===== src/rtl/ngf_pkg.sv =====
// shared types and constants of the n-body gravity force core
// no dependencies; imported by every module of the core
`default_nettype none

package ngf_pkg;

    // field widths
    localparam int unsigned IDX_W    = 9;
    localparam int unsigned COORD_W  = 32;
    localparam int unsigned MASS_W   = 32;
    localparam int unsigned FORCE_W  = 48;
    localparam int unsigned ACTIVE_W = 10;
    localparam int unsigned GRAV_W   = 32;
    localparam int unsigned CFG_IDX_W = 2;
    localparam int unsigned CFG_DATA_W = 32;
    localparam int unsigned IN_DATA_W  = 144;
    localparam int unsigned OUT_DATA_W = 144;
    localparam int unsigned MEM_W    = 4 * COORD_W;

    // datapath widths
    localparam int unsigned ACC_W  = 64;
    localparam int unsigned D_W    = 33;
    localparam int unsigned R2_W   = 66;
    localparam int unsigned RAD_W  = 68;
    localparam int unsigned ROOT_W = 34;
    localparam int unsigned REM_W  = 36;
    localparam int unsigned GMI_W  = 64;
    localparam int unsigned GM_W   = 96;
    localparam int unsigned DEN_W  = 102;
    localparam int unsigned MA_W   = 96;
    localparam int unsigned MB_W   = 34;
    localparam int unsigned PROD_W = 130;
    localparam int unsigned NUM_W  = 138;
    localparam int unsigned Q_W    = 51;

    // register reset values
    localparam logic [ACTIVE_W-1:0] ACTIVE_RESET = 10'd512;
    localparam logic [GRAV_W-1:0]   GRAV_RESET   = 32'h0001_0000;

    // output rails, signed Q24.24
    localparam logic signed [ACC_W-1:0] FORCE_MAX = 64'sh0000_7FFF_FFFF_FFFF;
    localparam logic signed [ACC_W-1:0] FORCE_MIN = 64'shFFFF_8000_0000_0000;

    typedef enum logic [CFG_IDX_W-1:0] {
        REG_ACTIVE_BODIES = 2'd0,
        REG_GRAVITY       = 2'd1
    } cfg_reg_t;

    typedef enum logic {
        CMD_LOAD  = 1'b0,
        CMD_QUERY = 1'b1
    } item_cmd_t;

    typedef enum logic [2:0] {
        MUL_GMI = 3'd0,
        MUL_SQ  = 3'd1,
        MUL_RR  = 3'd2,
        MUL_RRR = 3'd3,
        MUL_GM  = 3'd4,
        MUL_NUM = 3'd5
    } mul_op_t;

    typedef enum logic [4:0] {
        ST_CLEAR,
        ST_IDLE,
        ST_TGT_RD,
        ST_TGT_LD,
        ST_GMI_GO,
        ST_GMI,
        ST_BODY_RD,
        ST_BODY_LD,
        ST_BODY_CHK,
        ST_SQ_GO,
        ST_SQ,
        ST_SQRT_GO,
        ST_SQRT,
        ST_RR,
        ST_RRR,
        ST_GM,
        ST_AXIS,
        ST_NUM,
        ST_DIV,
        ST_FINAL
    } ctrl_state_t;

    // commands from controller to datapath
    typedef struct packed {
        logic    clr_step;
        logic    load_wr;
        logic    item_take;
        logic    rd_target;
        logic    latch_target;
        logic    latch_gmi;
        logic    rd_body;
        logic    latch_body;
        logic    next_body;
        logic    mul_start;
        mul_op_t mul_op;
        logic    r2_add;
        logic    sqrt_start;
        logic    latch_den;
        logic    latch_gm;
        logic    axis_skip;
        logic    div_start;
        logic    acc_add;
        logic    out_load;
    } ctrl_cmd_t;

    // status from datapath to controller
    typedef struct packed {
        logic clr_last;
        logic in_query;
        logic in_idx_ok;
        logic body_more;
        logic d_zero;
        logic axis_d_zero;
        logic axis_last;
        logic mul_busy;
        logic mul_done;
        logic sqrt_done;
        logic div_done;
        logic out_free;
    } ctrl_stat_t;

endpackage

`default_nettype wire


===== src/rtl/ngf_ctrl.sv =====
// sequencer of the force core: clearing pass, loads, query walk
// depends on ngf_pkg for state, command and status types
`default_nettype none

module ngf_ctrl (
    input  wire                     clk,
    input  wire                     rst_n,
    input  wire                     in_valid,
    output logic                    in_ready,
    input  ngf_pkg::ctrl_stat_t     stat,
    output ngf_pkg::ctrl_cmd_t      cmd
);
    import ngf_pkg::*;

    ctrl_state_t state_reg, state_next;

    // state register
    always_ff @(posedge clk or negedge rst_n)
    begin
        if (!rst_n)
        begin
            state_reg <= ST_CLEAR;
        end
        else
        begin
            state_reg <= state_next;
        end
    end

    // next state and commands
    always_comb
    begin
        state_next = state_reg;
        cmd        = '0;
        cmd.mul_op = MUL_GMI;
        in_ready   = 1'b0;
        unique case (state_reg)
            ST_CLEAR:
            begin
                cmd.clr_step = 1'b1;
                if (stat.clr_last)
                begin
                    state_next = ST_IDLE;
                end
            end
            ST_IDLE:
            begin
                in_ready = 1'b1;
                if (in_valid)
                begin
                    if (!stat.in_query)
                    begin
                        cmd.load_wr = 1'b1;
                    end
                    else
                    begin
                        cmd.item_take = 1'b1;
                        state_next = stat.in_idx_ok ? ST_TGT_RD : ST_FINAL;
                    end
                end
            end
            ST_TGT_RD:
            begin
                cmd.rd_target = 1'b1;
                state_next    = ST_TGT_LD;
            end
            ST_TGT_LD:
            begin
                cmd.latch_target = 1'b1;
                state_next       = ST_GMI_GO;
            end
            ST_GMI_GO:
            begin
                cmd.mul_start = 1'b1;
                cmd.mul_op    = MUL_GMI;
                state_next    = ST_GMI;
            end
            ST_GMI:
            begin
                if (stat.mul_done)
                begin
                    cmd.latch_gmi = 1'b1;
                    state_next    = ST_BODY_RD;
                end
            end
            ST_BODY_RD:
            begin
                if (stat.body_more)
                begin
                    cmd.rd_body = 1'b1;
                    state_next  = ST_BODY_LD;
                end
                else
                begin
                    state_next = ST_FINAL;
                end
            end
            ST_BODY_LD:
            begin
                cmd.latch_body = 1'b1;
                state_next     = ST_BODY_CHK;
            end
            ST_BODY_CHK:
            begin
                // coincident body adds nothing
                if (stat.d_zero)
                begin
                    cmd.next_body = 1'b1;
                    state_next    = ST_BODY_RD;
                end
                else
                begin
                    state_next = ST_SQ_GO;
                end
            end
            ST_SQ_GO:
            begin
                cmd.mul_start = 1'b1;
                cmd.mul_op    = MUL_SQ;
                state_next    = ST_SQ;
            end
            ST_SQ:
            begin
                if (stat.mul_done)
                begin
                    cmd.r2_add = 1'b1;
                    state_next = stat.axis_last ? ST_SQRT_GO : ST_SQ_GO;
                end
            end
            ST_SQRT_GO:
            begin
                cmd.sqrt_start = 1'b1;
                state_next     = ST_SQRT;
            end
            ST_SQRT:
            begin
                if (stat.sqrt_done)
                begin
                    cmd.mul_start = 1'b1;
                    cmd.mul_op    = MUL_RR;
                    state_next    = ST_RR;
                end
            end
            ST_RR:
            begin
                if (stat.mul_done)
                begin
                    cmd.mul_start = 1'b1;
                    cmd.mul_op    = MUL_RRR;
                    state_next    = ST_RRR;
                end
            end
            ST_RRR:
            begin
                if (stat.mul_done)
                begin
                    cmd.latch_den = 1'b1;
                    cmd.mul_start = 1'b1;
                    cmd.mul_op    = MUL_GM;
                    state_next    = ST_GM;
                end
            end
            ST_GM:
            begin
                if (stat.mul_done)
                begin
                    cmd.latch_gm = 1'b1;
                    state_next   = ST_AXIS;
                end
            end
            ST_AXIS:
            begin
                if (stat.axis_d_zero)
                begin
                    cmd.axis_skip = 1'b1;
                    if (stat.axis_last)
                    begin
                        cmd.next_body = 1'b1;
                        state_next    = ST_BODY_RD;
                    end
                end
                else
                begin
                    cmd.mul_start = 1'b1;
                    cmd.mul_op    = MUL_NUM;
                    state_next    = ST_NUM;
                end
            end
            ST_NUM:
            begin
                if (stat.mul_done)
                begin
                    cmd.div_start = 1'b1;
                    state_next    = ST_DIV;
                end
            end
            ST_DIV:
            begin
                if (stat.div_done)
                begin
                    cmd.acc_add = 1'b1;
                    if (stat.axis_last)
                    begin
                        cmd.next_body = 1'b1;
                        state_next    = ST_BODY_RD;
                    end
                    else
                    begin
                        state_next = ST_AXIS;
                    end
                end
            end
            ST_FINAL:
            begin
                if (stat.out_free)
                begin
                    cmd.out_load = 1'b1;
                    state_next   = ST_IDLE;
                end
            end
            default:
            begin
                state_next = ST_IDLE;
            end
        endcase
    end

endmodule

`default_nettype wire


===== config.mk =====
export PLATFORM = sky130hd
export DESIGN_NAME = ngf_ctrl
export DESIGN_NICKNAME = d
export VERILOG_FILES = /design/src/rtl/ngf_pkg.sv /design/src/rtl/ngf_ctrl.sv
export SDC_FILE = /design/constraint.sdc
export NUM_CORES = 1
export LEC_CHECK = 0
export ABC_CLOCK_PERIOD_IN_PS = 2360
export BUFFER_PORTS_ARGS = -buffer_cell sky130_fd_sc_hd__buf_2
export CAP_MARGIN = 25
export CORE_ASPECT_RATIO = 0.9
export CORE_MARGIN = 4
export CORE_UTILIZATION = 46
export DETAILED_ROUTE_END_ITERATION = 16
export GPL_TIMING_DRIVEN = 0
export PLACE_DENSITY = 0.84
export SYNTH_ARGS = -nofsm -noshare
export SYNTH_HDL_FRONTEND = slang
export SYNTH_SLANG_ARGS = --single-unit

===== constraint.sdc =====
create_clock -name clk -period 2.36 [get_ports clk]
set_input_delay 0.118 -clock clk [delete_from_list [all_inputs] [get_ports clk]]
set_output_delay 0.118 -clock clk [all_outputs]
set_load 0.05 [all_outputs]

==> flow_summary.ini <==
[yosys]
muxShareOfSynthArea_pct = 10.4
synth_top_family_by_area = simple AND/OR/NAND/NOR gates
synth_top_cell_by_area = dfrtp_1
syn_area_um2 = 821
syn_nets = 134
synth-seq-cells = 5
ys_types = 40
synth_compound_area_share_pct = 25.6
synth_ff_type = dfrtp_1
synth_xor_area_share_pct = 0
synthAdderAreaFrac_pct = 0
synth_top_area_share_pct = 15.2
ys_async_sr_fraction_pct = 100
ys_seq_area_share_pct = 15.2
synth_edf_count = 0
syn_avg_cell_area_um2 = 6.90
yosys.area_share.simple_pct = 36.7
ys_warn_count = 0
synthCells = 119
synth.top_cells.by_area = dfrtp_1 (15%), mux2_4 (9.1%), nand2_1 (6.4%), nor3_1 (4.9%), nor2_1 (4.6%)

[detailed_routing]
via_per_inst = 5.77
wirelength_mm = 2.73
drcViolationCount = 0
route.detailed.wl_per_inst_um = 14.9
drt_first_pass_iters = 4
ant_nets = 0
drt-initial-drc-count = 44
vias = 1056

[final_layout]
antenna_cells = 0
fillers = 160
largest_reg_flops = 5
seqCellArea_um2 = 125
final_cell_mix = buf_2 (36), nand2_1 (14), nor2_1 (10)
nets = 175
drive_gt1_share_pct = 37.1
area_growth_pct = 33.4
layout.cells.most_common = buf_2
multiInputGateArea_um2 = 628

[clock_network]
cts_root_buf = clkbuf_4
path_clk_slew_ps = 50
numCtsBuffers = 3
worstSkewPairLatency_ps = 240
cts_max_level = 1
post_cts_buffers = 0
cts.sinks = 5
cts_tree = yes
clock_path_buffers = 2

[global_route]
use_met3_pct = 1.56
grt_util_met1_pct = 31.3
antenna_found_initial = 0
grt_pass1_wl_mm = 4.17
met2_usage_pct = 35.4
grt_use_total_pct = 21.9
grt_pass1_vias = 917
grt_max_degree = 11
busiest_layer = met2
globalRouteOverflowTotal = 0

[place]
dp_slack_ps = 407
gp_congestion = 0.993
dp.final_hpwl_mm = 2.08
portBuffers = 35

[floorplanning]
die_w_um = 52.5
rows = 14
initial_core_util_pct = 48.8
die_y_um = 48.1
core_area_um2 = 1680
die_area_um2 = 2530
io_pins = 37

[min_path]
min_path_type = in2async

[worst_setup_path]
worst-endpoint-required_ps = 2240
worstSetupPathType = reg2out
crit_buf_inv = 3
critical-path-top-delay-family = buffers and inverters
slowest_delay_ps = 450
end_kind = output pin
critical_path.slowest_cell = dfrtp_1
path_cells = buf_4 > clkbuf_1 > nand2_1 > a211oi_2 > buf_2
critPathMaxFanout = 10
cp-start-kind = flip-flop
cp_data_arrival_time_ps = 2060

[timing]
rsz0062_at_grt = false
fin_crit_ps = 2170
slew_headroom_pct = 65.7
tns_ps = 0
max_freq_mhz = 460
hold_viol = 0
fin_hold_ws_ps = 226
slew_viol_final = 0
worstMarginPinSlew_ps = 515
clock_skew_ps = 0.737
layout_worst_path_cycle_share_pct = 92.1
timing.final.ws_setup_ps = 187
setup_viol = 0

[power_and_ir_drop]
power_leakage_nw = 0.556
p_per_area_nw_per_um2 = 1370
finalPower_mw = 1.50
ir_drop_v = 0.000858

[flow_run]
max-cap-violations = 0

[status]
status = finished, final reports clean
## Yosys cell counts, drive strengths merged, types with 2 or more instances
cell	instances
nor2	10
buf	5
mux2	5
or3	3
clkbuf	6
nor4	3
nand3	7
nand2b	3
nand2	14
o22ai	2
dfrtp	5
o21a	2
o211ai	2
a21oi	6
nor2b	3
o21ai	8
nor3	9
inv	9
o311ai	2
## layout make-up
| class | count | share of cell area [%] |
|---|---|---|
| buffer | 11 | 6.06 |
| clock buffer | 4 | 2.40 |
| inverter | 9 | 3.09 |
| multi-input combinational | 94 | 57.4 |
| sequential | 5 | 11.4 |
| tap | 24 | 2.74 |
| timing repair buffer | 36 | 16.9 |
## where the power goes
group          total (mW)  switching, mW  internal (mW)
sequential          0.165         0.0407          0.125
clock               0.101         0.0369         0.0640
combinational        1.24          0.783          0.456
total                1.50          0.860          0.644
## metrics by stage
| step | cells | util, % | instance area (um2) |
|---|---|---|---|
| 6_report | 183 | 65.1 | 1090 |
| 5_1_grt | 183 | 65.1 | 1090 |
| 4_1_cts | 183 | 65.0 | 1090 |
| 3_5_place_dp | 178 | 62.9 | 1060 |
| 3_3_place_gp | 178 | 62.9 | 1060 |
| 2_1_floorplan | 119 | - | 852 |
## cell families after synthesis
logic type,after synthesis
buffers and inverters,20
AO/OA/AOI/OAI,31
multiplexers,6
flip-flops,5
AND/OR/NAND/NOR,57
## final timing paths
path | from | to | slack (ps) | cells after the start
max in group asynchronous | rst_n | state_reg[0] | 2000 | 2
min reg2reg | state_reg[1] | state_reg[1] | 1030 | 4
max | state_reg[0] | cmd[9] | 190 | 5
min in group clk | stat[9] | state_reg[0] | 420 | 4
min | rst_n | state_reg[1] | 230 | 2
max reg2reg | state_reg[3] | state_reg[3] | 380 | 6
## layer usage
layer / part of all wire, % / vias up
met1: 43 / 485
li1: - / 511
met5: 0 / -
met3: 8.8 / 4
met2: 47 / 56
met4: 0.92 / 0
## worst reg2reg max path: cells and delay by family, from the launching register on
kind | cells | cell delay, ps
buffers and inverters | 1 | 130
flip-flops | 1 | 460
AO/OA/AOI/OAI | 1 | 170
AND/OR/NAND/NOR | 3 | 800
multiplexers | 1 | 310
## what timing repair did
action,4_1_cts,5_1_grt
resized for setup,0,2
endpoints found under the hold margin,5,0
setup endpoints to repair,0,3
hold buffers,1,0
No activity file was read; power rests on OpenSTA's default activity.
